### config.mk
export PLATFORM = sky130hd
export DESIGN_NAME = nonpreemptive_cpu_scheduler
export DESIGN_NICKNAME = d
export VERILOG_FILES = /design/src/rtl/core/ncs_pkg.sv /design/src/rtl/core/ncs_rec_mem.sv /design/src/rtl/core/ncs_pick.sv /design/src/rtl/core/nonpreemptive_cpu_scheduler.sv
export SDC_FILE = /design/constraint.sdc
export NUM_CORES = 1
export LEC_CHECK = 0
export BUFFER_PORTS_ARGS = -buffer_cell sky130_fd_sc_hd__buf_4
export CELL_PAD_IN_SITES_DETAIL_PLACEMENT = 1
export CELL_PAD_IN_SITES_GLOBAL_PLACEMENT = 1
export CORE_UTILIZATION = 52
export CTS_CLUSTER_DIAMETER = 30
export DETAILED_ROUTE_END_ITERATION = 10
export GPL_TIMING_DRIVEN = 0
export PLACE_DENSITY_LB_ADDON = 0.3
export SLEW_MARGIN = 10
export SYNTH_ARGS = -nofsm -noshare
export SYNTH_HDL_FRONTEND = slang
export SYNTH_SLANG_ARGS = --single-unit
### constraint.sdc
create_clock -name clk -period 7 [get_ports clk]
set_input_delay 1.4 -clock clk [delete_from_list [all_inputs] [get_ports clk]]
set_output_delay 1.4 -clock clk [all_outputs]
set_load 0.02 [all_outputs]
### src/rtl/core/ncs_pkg.sv
`timescale 1ns / 1ps

package ncs_pkg;

  // field widths fixed by the beat format
  localparam int BURST_W = 16;
  localparam int ARR_W   = 16;
  localparam int PRIO_W  = 8;
  localparam int PID_W   = 4;
  localparam int TIME_W  = 21;
  localparam int TOT_W   = 25;

  localparam int MAX_PROCS_DEF = 16;

  // configuration port
  localparam int PADDR_W = 3;
  localparam int PDATA_W = 32;
  localparam logic [PADDR_W-3:0] REG_POLICY = 1'b0;

  // policy codes
  localparam logic [1:0] POL_FCFS = 2'd0;
  localparam logic [1:0] POL_SJF  = 2'd1;
  localparam logic [1:0] POL_PRIO = 2'd2;

  typedef struct packed {
    logic [BURST_W-1:0] burst;
    logic [ARR_W-1:0]   arrival;
    logic [PRIO_W-1:0]  prio_value;
    logic               final_record;
  } in_t;

  typedef struct packed {
    logic [PID_W-1:0]  process_id;
    logic [TIME_W-1:0] completion;
    logic [TIME_W-1:0] waiting;
    logic [TIME_W-1:0] turnaround;
    logic [TOT_W-1:0]  total_waiting;
    logic [TOT_W-1:0]  total_turnaround;
    logic              dropped;
    logic              last_result;
  } out_t;

  // one stored process record
  typedef struct packed {
    logic [BURST_W-1:0] burst;
    logic [ARR_W-1:0]   arrival;
    logic [PRIO_W-1:0]  prio_value;
  } rec_t;

  // scan control into the selector
  typedef struct packed {
    logic clear;
    logic valid;
  } pick_ctl_t;

  // ordering key of a record under a policy; unused code falls back to fcfs
  function automatic logic [ARR_W-1:0] sel_key(input logic [1:0] pol, input rec_t r);
    logic [ARR_W-1:0] k;
    case (pol)
      POL_SJF:  k = r.burst;
      POL_PRIO: k = ARR_W'(r.prio_value);
      default:  k = r.arrival;
    endcase
    return k;
  endfunction

endpackage

### src/rtl/core/ncs_rec_mem.sv
`timescale 1ns / 1ps

module ncs_rec_mem
  import ncs_pkg::*;
#(
  parameter int DEPTH = MAX_PROCS_DEF,
  parameter int AW    = 4
) (
  input  logic          clk,
  input  logic          we,
  input  logic [AW-1:0] waddr,
  input  rec_t          wdata,
  input  logic          re,
  input  logic [AW-1:0] raddr,
  output rec_t          rdata
);

  rec_t mem [DEPTH];
  rec_t rdata_r;

  always_ff @(posedge clk) begin
    if (we) begin
      mem[waddr] <= wdata;
    end
    if (re) begin
      rdata_r <= mem[raddr];
    end
  end

  assign rdata = rdata_r;

endmodule

### src/rtl/core/ncs_pick.sv
`timescale 1ns / 1ps

module ncs_pick
  import ncs_pkg::*;
#(
  parameter int IDX_W = 4,
  parameter int CLK_W = 21
) (
  input  logic             clk,
  input  logic             rst_n,
  input  logic [1:0]       policy,
  input  pick_ctl_t        ctl,
  input  logic [IDX_W-1:0] idx,
  input  rec_t             rec,
  input  logic             done,
  input  logic [CLK_W-1:0] clock_now,
  output logic             a_found,
  output logic [IDX_W-1:0] a_idx,
  output rec_t             a_rec,
  output logic [IDX_W-1:0] e_idx,
  output rec_t             e_rec
);

  logic             a_found_r;
  logic             e_found_r;
  logic [IDX_W-1:0] a_idx_r;
  logic [IDX_W-1:0] e_idx_r;
  rec_t             a_rec_r;
  rec_t             e_rec_r;

  logic [ARR_W-1:0] key_in;
  logic [ARR_W-1:0] key_a;
  logic [ARR_W-1:0] key_e;
  logic             arrived;
  logic             take_a;
  logic             take_e;

  // best arrived entry, and earliest pending entry for an idle cpu
  always_comb begin
    key_in  = sel_key(policy, rec);
    key_a   = sel_key(policy, a_rec_r);
    key_e   = sel_key(policy, e_rec_r);
    arrived = CLK_W'(rec.arrival) <= clock_now;
    take_a  = ctl.valid && !done && arrived &&
              (!a_found_r || key_in < key_a ||
               (key_in == key_a && rec.arrival < a_rec_r.arrival));
    take_e  = ctl.valid && !done &&
              (!e_found_r || rec.arrival < e_rec_r.arrival ||
               (rec.arrival == e_rec_r.arrival && key_in < key_e));
  end

  always_ff @(posedge clk) begin
    if (take_a) begin
      a_idx_r <= idx;
      a_rec_r <= rec;
    end
    if (take_e) begin
      e_idx_r <= idx;
      e_rec_r <= rec;
    end
    if (!rst_n || ctl.clear) begin
      a_found_r <= 1'b0;
      e_found_r <= 1'b0;
    end else begin
      a_found_r <= a_found_r | take_a;
      e_found_r <= e_found_r | take_e;
    end
  end

  assign a_found = a_found_r;
  assign a_idx   = a_idx_r;
  assign a_rec   = a_rec_r;
  assign e_idx   = e_idx_r;
  assign e_rec   = e_rec_r;

endmodule

### src/rtl/core/nonpreemptive_cpu_scheduler.sv
`timescale 1ns / 1ps

// channel   ports                            handshake
// -------   ------------------------------   ---------------------------------
// input     start, busy, in_data             beat taken when start && !busy
// result    out_valid, out_data              one-cycle strobe, always taken
// config    psel penable pwrite paddr        write at psel&penable&pwrite&pready
//           pwdata prdata pready             pready tied high
//
// a non-final record beat is taken and busy stays low
// a final beat runs the whole schedule: each dispatch scans all n stored
// records through the one read port of the record memory, then runs a calc
// step and an emit step, with busy high throughout
// results leave one per dispatch; the receiver cannot stall them
// synchronous active-low reset empties the batch and sets policy to fcfs

module nonpreemptive_cpu_scheduler
  import ncs_pkg::*;
#(
  parameter int MAX_PROCS = MAX_PROCS_DEF
) (
  input  logic               clk,
  input  logic               rst_n,
  // record beats
  input  logic               start,
  output logic               busy,
  input  in_t                in_data,
  // result beats
  output logic               out_valid,
  output out_t               out_data,
  // configuration
  input  logic               psel,
  input  logic               penable,
  input  logic               pwrite,
  input  logic [PADDR_W-1:0] paddr,
  input  logic [PDATA_W-1:0] pwdata,
  output logic [PDATA_W-1:0] prdata,
  output logic               pready
);

  localparam int IDX_W = (MAX_PROCS > 1) ? $clog2(MAX_PROCS) : 1;
  localparam int CNT_W = $clog2(MAX_PROCS + 1);
  // the cpu clock never passes max arrival plus n max bursts
  localparam int CLK_W = ARR_W + CNT_W;

  typedef enum logic [1:0] {
    S_IDLE,
    S_SCAN,
    S_CALC,
    S_EMIT
  } state_t;

  // control state
  state_t           state_r,   state_nxt;
  logic [CNT_W-1:0] cnt_r,     cnt_nxt;      // stored records
  logic             ovf_r,     ovf_nxt;      // records dropped this batch
  logic [1:0]       policy_r,  policy_nxt;
  logic [CLK_W-1:0] clk_now_r, clk_now_nxt;
  logic [MAX_PROCS-1:0] done_r, done_nxt;
  logic [CNT_W-1:0] rd_cnt_r,  rd_cnt_nxt;   // scan read pointer
  logic             v1_r,      v1_nxt;       // read data valid
  logic [CNT_W-1:0] k_r,       k_nxt;        // dispatches so far
  logic [TOT_W-1:0] tot_w_r,   tot_w_nxt;
  logic [TOT_W-1:0] tot_t_r,   tot_t_nxt;
  logic             out_valid_r, out_valid_nxt;

  // payload
  logic [IDX_W-1:0] idx1_r,    idx1_nxt;
  logic [IDX_W-1:0] sel_idx_r, sel_idx_nxt;
  logic [BURST_W-1:0] sel_burst_r, sel_burst_nxt;
  logic [CLK_W-1:0] comp_r,    comp_nxt;
  logic [CLK_W-1:0] wait_r,    wait_nxt;
  out_t             out_r,     out_nxt;

  logic             acc;
  logic             cfg_wr;
  logic             mem_we;
  logic             mem_re;
  logic [IDX_W-1:0] mem_raddr;
  rec_t             mem_wdata;
  rec_t             mem_rdata;
  pick_ctl_t        pick_ctl;
  logic             pick_clear;
  logic             a_found;
  logic [IDX_W-1:0] a_idx;
  logic [IDX_W-1:0] e_idx;
  rec_t             a_rec;
  rec_t             e_rec;
  rec_t             win_rec;
  logic [IDX_W-1:0] win_idx;
  logic [CLK_W-1:0] run_start;
  logic [CLK_W-1:0] turn;
  logic             last;

  assign acc    = start && (state_r == S_IDLE);
  assign busy   = (state_r != S_IDLE);
  assign cfg_wr = psel && penable && pwrite && (paddr[PADDR_W-1:2] == REG_POLICY);
  assign pready = 1'b1;
  assign prdata = (paddr[PADDR_W-1:2] == REG_POLICY) ? PDATA_W'(policy_r) : '0;

  // record store, one entry per load-order id
  assign mem_we    = acc && (cnt_r < CNT_W'(MAX_PROCS));
  assign mem_wdata = '{burst: in_data.burst, arrival: in_data.arrival,
                       prio_value: in_data.prio_value};
  assign mem_re    = (state_r == S_SCAN) && (rd_cnt_r != cnt_r);
  assign mem_raddr = rd_cnt_r[IDX_W-1:0];

  ncs_rec_mem #(
    .DEPTH (MAX_PROCS),
    .AW    (IDX_W)
  ) u_mem (
    .clk   (clk),
    .we    (mem_we),
    .waddr (cnt_r[IDX_W-1:0]),
    .wdata (mem_wdata),
    .re    (mem_re),
    .raddr (mem_raddr),
    .rdata (mem_rdata)
  );

  assign pick_ctl = '{clear: pick_clear, valid: v1_r};

  ncs_pick #(
    .IDX_W (IDX_W),
    .CLK_W (CLK_W)
  ) u_pick (
    .clk       (clk),
    .rst_n     (rst_n),
    .policy    (policy_r),
    .ctl       (pick_ctl),
    .idx       (idx1_r),
    .rec       (mem_rdata),
    .done      (done_r[idx1_r]),
    .clock_now (clk_now_r),
    .a_found   (a_found),
    .a_idx     (a_idx),
    .a_rec     (a_rec),
    .e_idx     (e_idx),
    .e_rec     (e_rec)
  );

  // an arrived process wins; with none arrived the cpu idles to the earliest
  assign win_rec   = a_found ? a_rec : e_rec;
  assign win_idx   = a_found ? a_idx : e_idx;
  assign run_start = a_found ? clk_now_r : CLK_W'(e_rec.arrival);
  assign turn      = wait_r + CLK_W'(sel_burst_r);
  assign last      = (CNT_W'(k_r + 1'b1) == cnt_r);

  always_comb begin
    state_nxt     = state_r;
    cnt_nxt       = cnt_r;
    ovf_nxt       = ovf_r;
    policy_nxt    = policy_r;
    clk_now_nxt   = clk_now_r;
    done_nxt      = done_r;
    rd_cnt_nxt    = rd_cnt_r;
    v1_nxt        = mem_re;
    idx1_nxt      = mem_raddr;
    k_nxt         = k_r;
    tot_w_nxt     = tot_w_r;
    tot_t_nxt     = tot_t_r;
    out_valid_nxt = 1'b0;
    sel_idx_nxt   = sel_idx_r;
    sel_burst_nxt = sel_burst_r;
    comp_nxt      = comp_r;
    wait_nxt      = wait_r;
    out_nxt       = out_r;
    pick_clear    = 1'b0;

    if (cfg_wr) begin
      policy_nxt = pwdata[1:0];
    end

    case (state_r)
      S_IDLE: begin
        if (acc) begin
          if (mem_we) begin
            cnt_nxt = cnt_r + 1'b1;
          end else begin
            ovf_nxt = 1'b1;
          end
          if (in_data.final_record) begin
            state_nxt  = S_SCAN;
            rd_cnt_nxt = '0;
            k_nxt      = '0;
            pick_clear = 1'b1;
          end
        end
      end
      S_SCAN: begin
        if (mem_re) begin
          rd_cnt_nxt = rd_cnt_r + 1'b1;
        end else if (!v1_r) begin
          state_nxt = S_CALC;
        end
      end
      S_CALC: begin
        comp_nxt          = run_start + CLK_W'(win_rec.burst);
        wait_nxt          = run_start - CLK_W'(win_rec.arrival);
        clk_now_nxt       = comp_nxt;
        done_nxt[win_idx] = 1'b1;
        sel_idx_nxt       = win_idx;
        sel_burst_nxt     = win_rec.burst;
        state_nxt         = S_EMIT;
      end
      S_EMIT: begin
        tot_w_nxt     = tot_w_r + TOT_W'(wait_r);
        tot_t_nxt     = tot_t_r + TOT_W'(turn);
        out_valid_nxt = 1'b1;
        out_nxt       = '{process_id:       PID_W'(sel_idx_r),
                          completion:       TIME_W'(comp_r),
                          waiting:          TIME_W'(wait_r),
                          turnaround:       TIME_W'(turn),
                          total_waiting:    tot_w_nxt,
                          total_turnaround: tot_t_nxt,
                          dropped:          ovf_r,
                          last_result:      last};
        if (last) begin
          // batch done: empty for the next load
          state_nxt   = S_IDLE;
          cnt_nxt     = '0;
          ovf_nxt     = 1'b0;
          done_nxt    = '0;
          clk_now_nxt = '0;
          tot_w_nxt   = '0;
          tot_t_nxt   = '0;
        end else begin
          state_nxt  = S_SCAN;
          k_nxt      = k_r + 1'b1;
          rd_cnt_nxt = '0;
          pick_clear = 1'b1;
        end
      end
      default: begin
        state_nxt = S_IDLE;
      end
    endcase
  end

  always_ff @(posedge clk) begin
    idx1_r      <= idx1_nxt;
    sel_idx_r   <= sel_idx_nxt;
    sel_burst_r <= sel_burst_nxt;
    comp_r      <= comp_nxt;
    wait_r      <= wait_nxt;
    out_r       <= out_nxt;
    if (!rst_n) begin
      state_r     <= S_IDLE;
      cnt_r       <= '0;
      ovf_r       <= 1'b0;
      policy_r    <= POL_FCFS;
      clk_now_r   <= '0;
      done_r      <= '0;
      rd_cnt_r    <= '0;
      v1_r        <= 1'b0;
      k_r         <= '0;
      tot_w_r     <= '0;
      tot_t_r     <= '0;
      out_valid_r <= 1'b0;
    end else begin
      state_r     <= state_nxt;
      cnt_r       <= cnt_nxt;
      ovf_r       <= ovf_nxt;
      policy_r    <= policy_nxt;
      clk_now_r   <= clk_now_nxt;
      done_r      <= done_nxt;
      rd_cnt_r    <= rd_cnt_nxt;
      v1_r        <= v1_nxt;
      k_r         <= k_nxt;
      tot_w_r     <= tot_w_nxt;
      tot_t_r     <= tot_t_nxt;
      out_valid_r <= out_valid_nxt;
    end
  end

  assign out_valid = out_valid_r;
  assign out_data  = out_r;

endmodule

# == After elaboration in Yosys (flattened, before gate mapping) ==
# Memories as Yosys holds them, arrays and structs flattened. A register that Yosys moved wholly into a read port is not among the register bits.
# Cells that the tools add are included.
# totals
register_bits,384
n_memories,1
mem_bits_rw,640
word_cells,153
# classes
n_bitwise,4
n_mux,45
magnitude_cmp,9
eq_ne,18
n_addsub,8
reduce_logical,33
# memory_table
memory,depth,width,read_ports,rd_ports_with_merged_regs,write_ports,line_no,rtl
u_mem.mem,16,40,1,1,1,ncs_rec_mem.sv:18,rec_t mem [DEPTH];
# ops
op,count
$pmux W16 S2,4
$lt A16 B16 Y1,4
$add A25 B21 Y25,2
$mux W25,2
$add A21 B16 Y21,2
$mux W21,2
$pmux W21 S2,1
$mux W40,1
$mux W5,8
$eq A16 B16 Y1,2
$le A16 B21 Y1,1
$sub A21 B16 Y21,1
$pmux W5 S2,2
$ne A2 B2 Y1 const B,9
$mux W16,1
$or A16 B16 Y16,1
$reduce_and A4 Y1,4
$add A5 B1 Y5 const B,3
$pmux W5 S3,1
$logic_and A1 B1 Y1,13
$mux W1,12
$lt A4 B5 Y1 const B,2
$mux W2,5
$pmux W2 S4,1
other kinds (19),33

# == Logic depth before layout (Yosys ltp) ==
# Gate-level depths: netlist of the first run.
# logic_depth
word_depth,7
mapped_depth,22
mapped_depth_nobuf,22

# == Hierarchy ==
# From an unflattened synthesis of the first run, not the netlist that was laid out.
# hier_totals
cells_unflattened,2890
area_unflattened_um2,46265.6
# modules_own_cells
module,cells_per_inst,seq_area_each_um2,instances,area_each_um2
ncs_rec_mem,1040,20419.6,1,25530.7
nonpreemptive_cpu_scheduler,1402,7697.4,1,15452.3
ncs_pick,448,2682.6,1,5282.6

# == Worst setup path after synthesis of the first run ==
# No wires, ideal clock.
# synth_timing
path_kind,register -> register
startpoint,register policy_r[0]
endpoint,"register u_pick.e_idx_r[0] (netlist: u_pick.e_idx[0]), enable pin"
synth_period_minus_slack_ns,6.279
path_buffers,3
t_required_ns,6.483
path_stages_with_launch,14
setup_ns,0.517
setup_slack_ns,0.721
arrival_time_ns,5.762
path_cell_list,dfxtp_1 -> inv_1 -> ha_1 -> clkbuf_1 -> clkbuf_1 -> buf_1 -> nand2_1 -> o21ai_0 -> ha_1 -> o21a_1 -> o211ai_1 -> a211o_1 -> nand3_1 -> a221oi_1
# synth_between
elab_chain_len,6
word_cells_on_any_way,8
# synth_rtl
item,line_no,rtl
from (decl),nonpreemptive_cpu_scheduler.sv:57,"logic [1:0] policy_r, policy_nxt;"
from (signal assigned),nonpreemptive_cpu_scheduler.sv:264,policy_r <= policy_nxt;
$eq A2 B2 Y1 / $eq A2 B1 Y1 (equally long branches),ncs_pkg.sv:59,case (pol)
$pmux W16 S2,ncs_pkg.sv:59,
$lt A16 B16 Y1 *,ncs_pick.sv:49,(rec.arrival == e_rec_r.arrival && key_in < key_e));
$logic_and A1 B1 Y1 *,ncs_pick.sv:49,
$logic_or A1 B1 Y1 *,ncs_pick.sv:48,(!e_found_r || rec.arrival < e_rec_r.arrival ||
$logic_and A1 B1 Y1 *,ncs_pick.sv:47,take_e = ctl.valid && !done &&
net u_pick.take_e,ncs_pick.sv:36,logic take_e;
to (signal assigned),ncs_pick.sv:58,e_idx_r <= idx;
to (decl),ncs_pick.sv:27,logic [IDX_W-1:0] e_idx_r;
# The timed path passes the listed nets; every way through them passes the cells marked *.
# A chain may end at the register's enable or synchronous reset.

# == Worst setup path in the final report of the first run ==
# layout_timing
startpoint,register u_pick.a_found_r (netlist: u_pick.a_found)
endpoint,register comp_r[19] (data pin)
# layout_between
elab_chain_len,2
word_cells_on_any_way,3
# layout_rtl
item,line_no,rtl
from (decl),ncs_pick.sv:24,logic a_found_r;
from (signal assigned),ncs_pick.sv:65,a_found_r <= a_found_r | take_a;
$mux W21 / $mux W40 (equally long branches),"nonpreemptive_cpu_scheduler.sv:145, nonpreemptive_cpu_scheduler.sv:143",
$add A21 B16 Y21 *,nonpreemptive_cpu_scheduler.sv:198,comp_nxt = run_start + CLK_W'(win_rec.burst);
to (signal assigned),nonpreemptive_cpu_scheduler.sv:244,comp_r <= comp_nxt;
to (decl),nonpreemptive_cpu_scheduler.sv:71,"logic [CLK_W-1:0] comp_r, comp_nxt;"
# Every way passes the cells marked *; elsewhere a longest branch is shown, timed or not.

==> impl_metrics.tcl, run 1 <==
set metrics [dict create \
    status "completed" \
    area_growth_pct 24.3 \
    switchingPower_mw 6.25 \
    place_congestion 0.909 \
    vias_per_cell 6.26 \
    clock_sinks 1064 \
    wl_um 144000 \
    antenna_found_initial 5 \
    p_clk_frac 0.476 \
    internal_power_mw 15.4 \
    layout-drive-gt1-share 0.252 \
    max_freq_mhz 176 \
    yosysSeqAreaShare 0.671 \
    gr-usage-met3 0.0569 \
    clock_latency_ns 0.82 \
    track_usage 0.325 \
    crit_top_cell "clkbuf_1" \
    crit_path_max_incr_delay_ns 0.85 \
    grt_pass1_wl_um 211000 \
    final_cell_area_um2 57000 \
    synth_edf_count 949 \
    cp_slowest_cell "clkbuf_1" \
    fin_worst_skew_ns 0.0696 \
    dpl_cell_area_um2 49800 \
    cts_setup_buffers 0 \
    whs_ns 0.356 \
    drtPass1Iterations 5 \
    ys.warnings.count 0 \
    row_count 108 \
    path_cells "clkbuf_1 -> clkbuf_1 -> clkbuf_1 -> nor2_1 -> a21oi_1 -> inv_1 -> ha_1 -> a21o_1 -> a21oi_1 -> o211ai_1 -> a31oi_1 -> a2111oi_0 -> a311oi_1 -> or3_1 -> xor2_1" \
    grt.busiest_layer "met2" \
    path_buf_inv 4 \
    setup_violations 0 \
    critPathKind "reg -> reg" \
    slew_viol_final 0 \
    worst_pin_slew_ns 1.22 \
    start_util 0.527 \
    tritoncts "yes" \
    worstHoldPathType "reg -> reg" \
    global_route.overflow_total 0 \
    seqPwrFrac 0.368 \
    synth-async-reset-ratio 0 \
    htree_levels 4 \
    ys_top_cells_by_area "edfxtp_1, mux4_2, dfxtp_1, ha_1, a21oi_1" \
    swShare 0.289 \
    cts_root_buffer "clkbuf_16" \
    path_clk_slew_ns 0.05 \
    avgSynthCellArea_um2 16.0 \
    ir_drop_mv 0.350 \
    start_kind "flip-flop" \
    period_share 0.811 \
    grt_start_max_net_pins 66 \
    combPwrFrac 0.156 \
    die_area_um2 89400 \
    grtUsageMet2 0.575 \
    wl_per_cell_um 30.9 \
    cts-buffers-inserted 200 \
    synth_cells 2865 \
    power.leakage_nw 20.1 \
    drt_iter0_markers 2586 \
    pre_cts_ws_ns 1.42 \
    powerDensity_nw_per_um2 379 \
    fillers 7633 \
    clk_path_buf_depth 3 \
    drv_cap 0 \
    finalSetupTns_ns 0 \
    arrival_ns 6.21 \
    grt.met1_usage 0.384 \
    synth-seq-cells 1064 \
    cts_resized 0 \
    timing.final.hold_violations 0 \
    cp_top_family "buffers and inverters" \
    core_area_um2 87000 \
    synth_top_area_frac 0.621 \
    grt_pass1_vias 31600 \
    synth_flop_cell "edfxtp_1" \
    io_buffers 171 \
    relSlewSlack 0.184 \
    synth_cell_types 80 \
    fin_ws_ns 1.32 \
    cp-end-kind "flip-flop" \
    fin_crit_ns 5.68 \
    fp.dieW_um 299 \
    cp.required_ns 7.54 \
    ios 236 \
    dp_cells 4271 \
    layout.cells.non_filler 4650 \
    utilization 0.655 \
    cp_max_fo 10 \
    die_h_um 299 \
    synth_top_area_cell "edfxtp_1" \
    route.detailed.drc 0 \
    nets 3585 \
    power_mw 21.6 \
    rsz0062_at_grt "no" \
    hpwl_um 90700 \
    synthesis.area_um2 45900 \
    ant_nets 0 \
    vias 29100 \
    hold_buffers 0 \
]
[flip-flops by register name, summed over array words and instances (netlist names), 2 cells and up]
name,flops
policy_r,2
done_r,16
clk_now_r,21
u_pick.a_rec,40
rd_cnt_r,5
out_data,119
tot_t_r,25
k_r,5
state_r,2
u_mem.mem,640
wait_r,21
cnt_r,5
u_pick.e_idx,4
u_pick.e_rec,40
tot_w_r,25
idx1_r,4
sel_idx_r,4
sel_burst_r,16
u_mem.rdata,40
comp_r,21
u_pick.a_idx,4
[kinds of logic (layout without fill, tap and decap cells)]
kind of cell               after synthesis  after routing  share of synthesized area
DFF                                   1064           1064                      0.671
AOI/OAI and AO/OA                      510            510                     0.0713
and+or+nand+nor                        505            505                     0.0526
buffers and inverters                  246            844                     0.0228
muxes                                  245            245                      0.110
adders and majority gates              185            185                     0.0513
xor gates and xnor gates               108            108                     0.0208
other                                    2             34                   0.000164
[layout make-up]
class	instances	area (um2)	share of cell area
Clock buffer	216	5160	0.0905
Sequential cell	1064	30800	0.540
Timing Repair Buffer	222	2160	0.0379
Antenna cell	3	7.51	0.000132
Inverter	106	398	0.00698
Multi-Input combinational cell	1584	14300	0.251
Buffer	140	651	0.0114
Tap cell	1155	1450	0.0253
Clock inverter	160	2080	0.0365
[final timing paths]
check,start,endpoint,slack (ns),cells after the start
max reg2reg,u_pick.a_found,comp_r[19],1.32,15
min reg2reg,rd_cnt_r[3],idx1_r[3],0.36,0
max,u_pick.a_found,comp_r[19],1.32,15
min,rd_cnt_r[3],idx1_r[3],0.36,0
[power groups by stage]
stage	clock [mW]	sequential (mW)	combinational (mW)
after floorplan	0	8.00	1.98
after global placement	0	8.08	2.99
after detailed placement	0	8.05	3.25
after CTS	10.4	7.95	3.35
after global routing	10.6	7.98	3.59
final	10.3	7.96	3.36
[cells in the final DEF, fill, tap and decap left out, drive strengths merged, types with 23 or more instances in the layout]
master,Yosys,layout
edfxtp,949,949
clkbuf,73,291
buf,67,287
mux4,205,205
ha,180,180
a21oi,173,173
nor2,152,152
inv,106,148
nand2,132,132
dfxtp,115,115
o21ai,94,94
a21o,68,68
xnor2,67,67
clkinv,0,62
xor2,41,41
nand3,39,39
nor2b,36,36
a22o,34,34
nand2b,33,33
a22oi,32,32
conb,2,31
bufinv,0,30
clkinvlp,0,26
nor3,26,26
nand4,25,25
a31oi,25,25
mux2i,23,23
[metal layers]
layer	part of all wire	wire (um)
met1	0.36	52000
met2	0.52	75100
met3	0.070	10100
met4	0.046	6680
met5	0.00016	23
[synthesized netlist by cell type (31+ instances only)]
| cell type | count |
|---|---|
| a22oi_1 | 32 |
| dfxtp_1 | 115 |
| xor2_1 | 41 |
| buf_4 | 31 |
| nand2_1 | 131 |
| inv_1 | 104 |
| a22o_1 | 34 |
| nand2b_1 | 33 |
| nor2b_1 | 36 |
| a21oi_1 | 168 |
| xnor2_1 | 66 |
| a21o_1 | 68 |
| clkbuf_1 | 73 |
| nand3_1 | 39 |
| ha_1 | 180 |
| mux4_2 | 205 |
| edfxtp_1 | 949 |
| o21ai_0 | 75 |
| nor2_1 | 152 |
| buf_1 | 31 |
Note: power is estimated with default switching activity, not from simulation.
==> run 2: changes to the inputs <==
==> constraint.sdc (replaced) <==
create_clock -name clk -period 5.65 [get_ports clk]
set_input_delay 1.13 -clock clk [delete_from_list [all_inputs] [get_ports clk]]
set_output_delay 1.13 -clock clk [all_outputs]
set_load 0.02 [all_outputs]
==> run 2 against run 1 <==
Register-to-register slack got worse by 1.0 ns. Sequential power rose by 24%. Cell area fell by 0.58%. Sequential cell count did not move. Fmax rose by 6.6%. Worst hold slack improved by 0.019 ns. Via count fell by 0.76%. Die area did not move. Core utilization fell by 0.38 points. Sequential share of layout area rose by 0.31 points. Global-route usage fell by 0.41 points. Wire length fell by 1.2%.
==> impl_metrics.tcl, run 2 (synthesis results as in run 1) <==
set metrics [dict create \
    status "completed" \
    timing.final.hold_violations 0 \
    cp_max_fo 6 \
    rsz0062_at_grt "no" \
    regMostFlops "u_mem.mem" \
    die_h_um 299 \
    nets 3588 \
    r2r_start "wait_r[0]" \
    hpwl_um 92400 \
    grt_start_max_net_pins 65 \
    final_cell_mix "edfxtp_1, buf_4, mux4_2" \
    setup_violations 0 \
    largest_register_ffs 640 \
    utilization 0.651 \
    timing.critical_path.from "wait_r[0]" \
    io_buffers 171 \
    vias 28900 \
    layout-drive-gt1-share 0.247 \
    htree_levels 4 \
    place_congestion 0.891 \
    layout.cells.non_filler 4654 \
    route.met3.wl_um 9110 \
    cp_slowest_cell "or3_1" \
    final_cell_area_um2 56700 \
    worst_pin_slew_ns 1.22 \
    fp.dieW_um 299 \
    tritoncts "yes" \
    top_layer "met5" \
    drtPass1Iterations 7 \
    die_area_um2 89400 \
    wl_per_cell_um 30.5 \
    drt_iter0_markers 2505 \
    dpl_cell_area_um2 49800 \
    power_mw 26.1 \
    route.detailed.drc 0 \
    path_buf_inv 1 \
    dp_cells 4275 \
    area_growth_pct 23.6 \
    crit_path_max_incr_delay_ns 0.52 \
    arrival_ns 5.99 \
    relSlewSlack 0.185 \
    grt_pass1_wl_um 208000 \
    period_share 0.942 \
    row_count 108 \
    track_usage 0.321 \
    worstHoldPathType "reg -> reg" \
    cts_setup_buffers 0 \
    core_area_um2 87000 \
    ant_nets 0 \
    ios 236 \
    wl_um 142000 \
    drv_cap 0 \
    cp_top_family "compound AO/OA/AOI/OAI gates" \
    clock_latency_ns 0.81 \
    cts_root_buffer "clkbuf_16" \
    start_kind "flip-flop" \
    max_freq_mhz 188 \
    powerDensity_nw_per_um2 461 \
    clock_sinks 1064 \
    power.leakage_nw 20.0 \
    crit_top_cell "o21ai_0" \
    global_route.overflow_total 0 \
    reg2reg_slack_ns 0.32 \
    vias_per_cell 6.20 \
    cp-end-kind "flip-flop" \
    wl_met2_um 75900 \
    ir_drop_mv 0.414 \
    clk_path_buf_depth 3 \
    cts-buffers-inserted 199 \
    fin_crit_ns 5.33 \
    final_common_cell "edfxtp_1" \
    min_from "rd_cnt_r[2]" \
    grt_pass1_vias 31100 \
    fin_worst_skew_ns 0.0697 \
    cp.required_ns 6.32 \
    path_cells "ha_1 -> inv_1 -> fa_1 -> nor2b_1 -> o21ai_0 -> a21boi_0 -> o21ai_0 -> a21boi_1 -> nor2_1 -> o21ai_0 -> a21oi_1 -> xnor2_1 -> ha_1 -> nand4_1 -> nor3b_1 -> a221o_2 -> a211oi_1 -> or3_1 -> nand3b_1 -> and3_1 -> o31a_1" \
    antenna_found_initial 5 \
    m1WireLength_um 51300 \
    critPathKind "reg -> reg" \
    slew_viol_final 0 \
    path_clk_slew_ns 0.05 \
    start_util 0.527 \
]
-- run 2: cell types whose count changed in the layout (fill, tap and decap cells not counted), moves of 4 or more --
cell       delta
inv_6        -15
bufinv_16     -6
clkinv_1     +16
clkinv_4      -6
clkbuf_1      +4
clkinv_2     +15
-- run 2: layout make-up --
class	instances	area, um2
repair buffers	226	2170
clock buffers	219	5110
inverters	106	398
multi-input cells	1584	14300
diodes	2	5.00
clock inverters	158	1790
plain buffers	140	652
well taps	1155	1450
flip-flops and latches	1064	30800
fillers	7695	30300
-- run 2: where the power goes --
group,switching [mW],internal (mW)
combinational,2.68,1.48
clock,4.42,7.70
sequential,0.403,9.46
-- run 2: routing by layer --
layer,vias to the layer above,track usage
met2,1431,0.580
met5,-,0
met4,6,0.140
met3,346,0.0589
li1,12100,-
met1,14900,0.374
-- run 2: per-stage QoR --
step	setup TNS [ns]	setup WS (ns)	hold WS, ns
2_1_floorplan	0	0.641	0.326
3_3_place_gp	-1012.38	-3.19	0.337
6_report	0	0.325	0.375
5_1_grt	0	0.00508	0.377
4_1_cts	0	0.0455	0.373
3_5_place_dp	0	0.0686	0.343
-- run 2: worst register-to-register path, cell delays in order, from the launching register on --
cell	delay, ns
edfxtp_1	0.38
ha_1	0.18
inv_1	0.06
fa_1	0.41
nor2b_1	0.12
o21ai_0	0.11
a21boi_0	0.30
o21ai_0	0.18
a21boi_1	0.28
nor2_1	0.15
o21ai_0	0.19
a21oi_1	0.10
xnor2_1	0.40
ha_1	0.32
nand4_1	0.19
nor3b_1	0.25
a221o_2	0.25
a211oi_1	0.08
or3_1	0.52
nand3b_1	0.29
and3_1	0.21
o31a_1	0.24
-- run 2: path summary, 6_finish.rpt --
check | to | cells after the start
worst max-delay path | tot_t_r[23] | 21
worst max register to register | tot_t_r[23] | 21
worst min-delay path | idx1_r[2] | 0
worst min register to register | idx1_r[2] | 0
-- run 2: what timing repair did --
action                                  4_1_cts  5_1_grt
endpoints found under the setup margin        0        7
resized for setup                             0        8
hold buffers                                  0        0
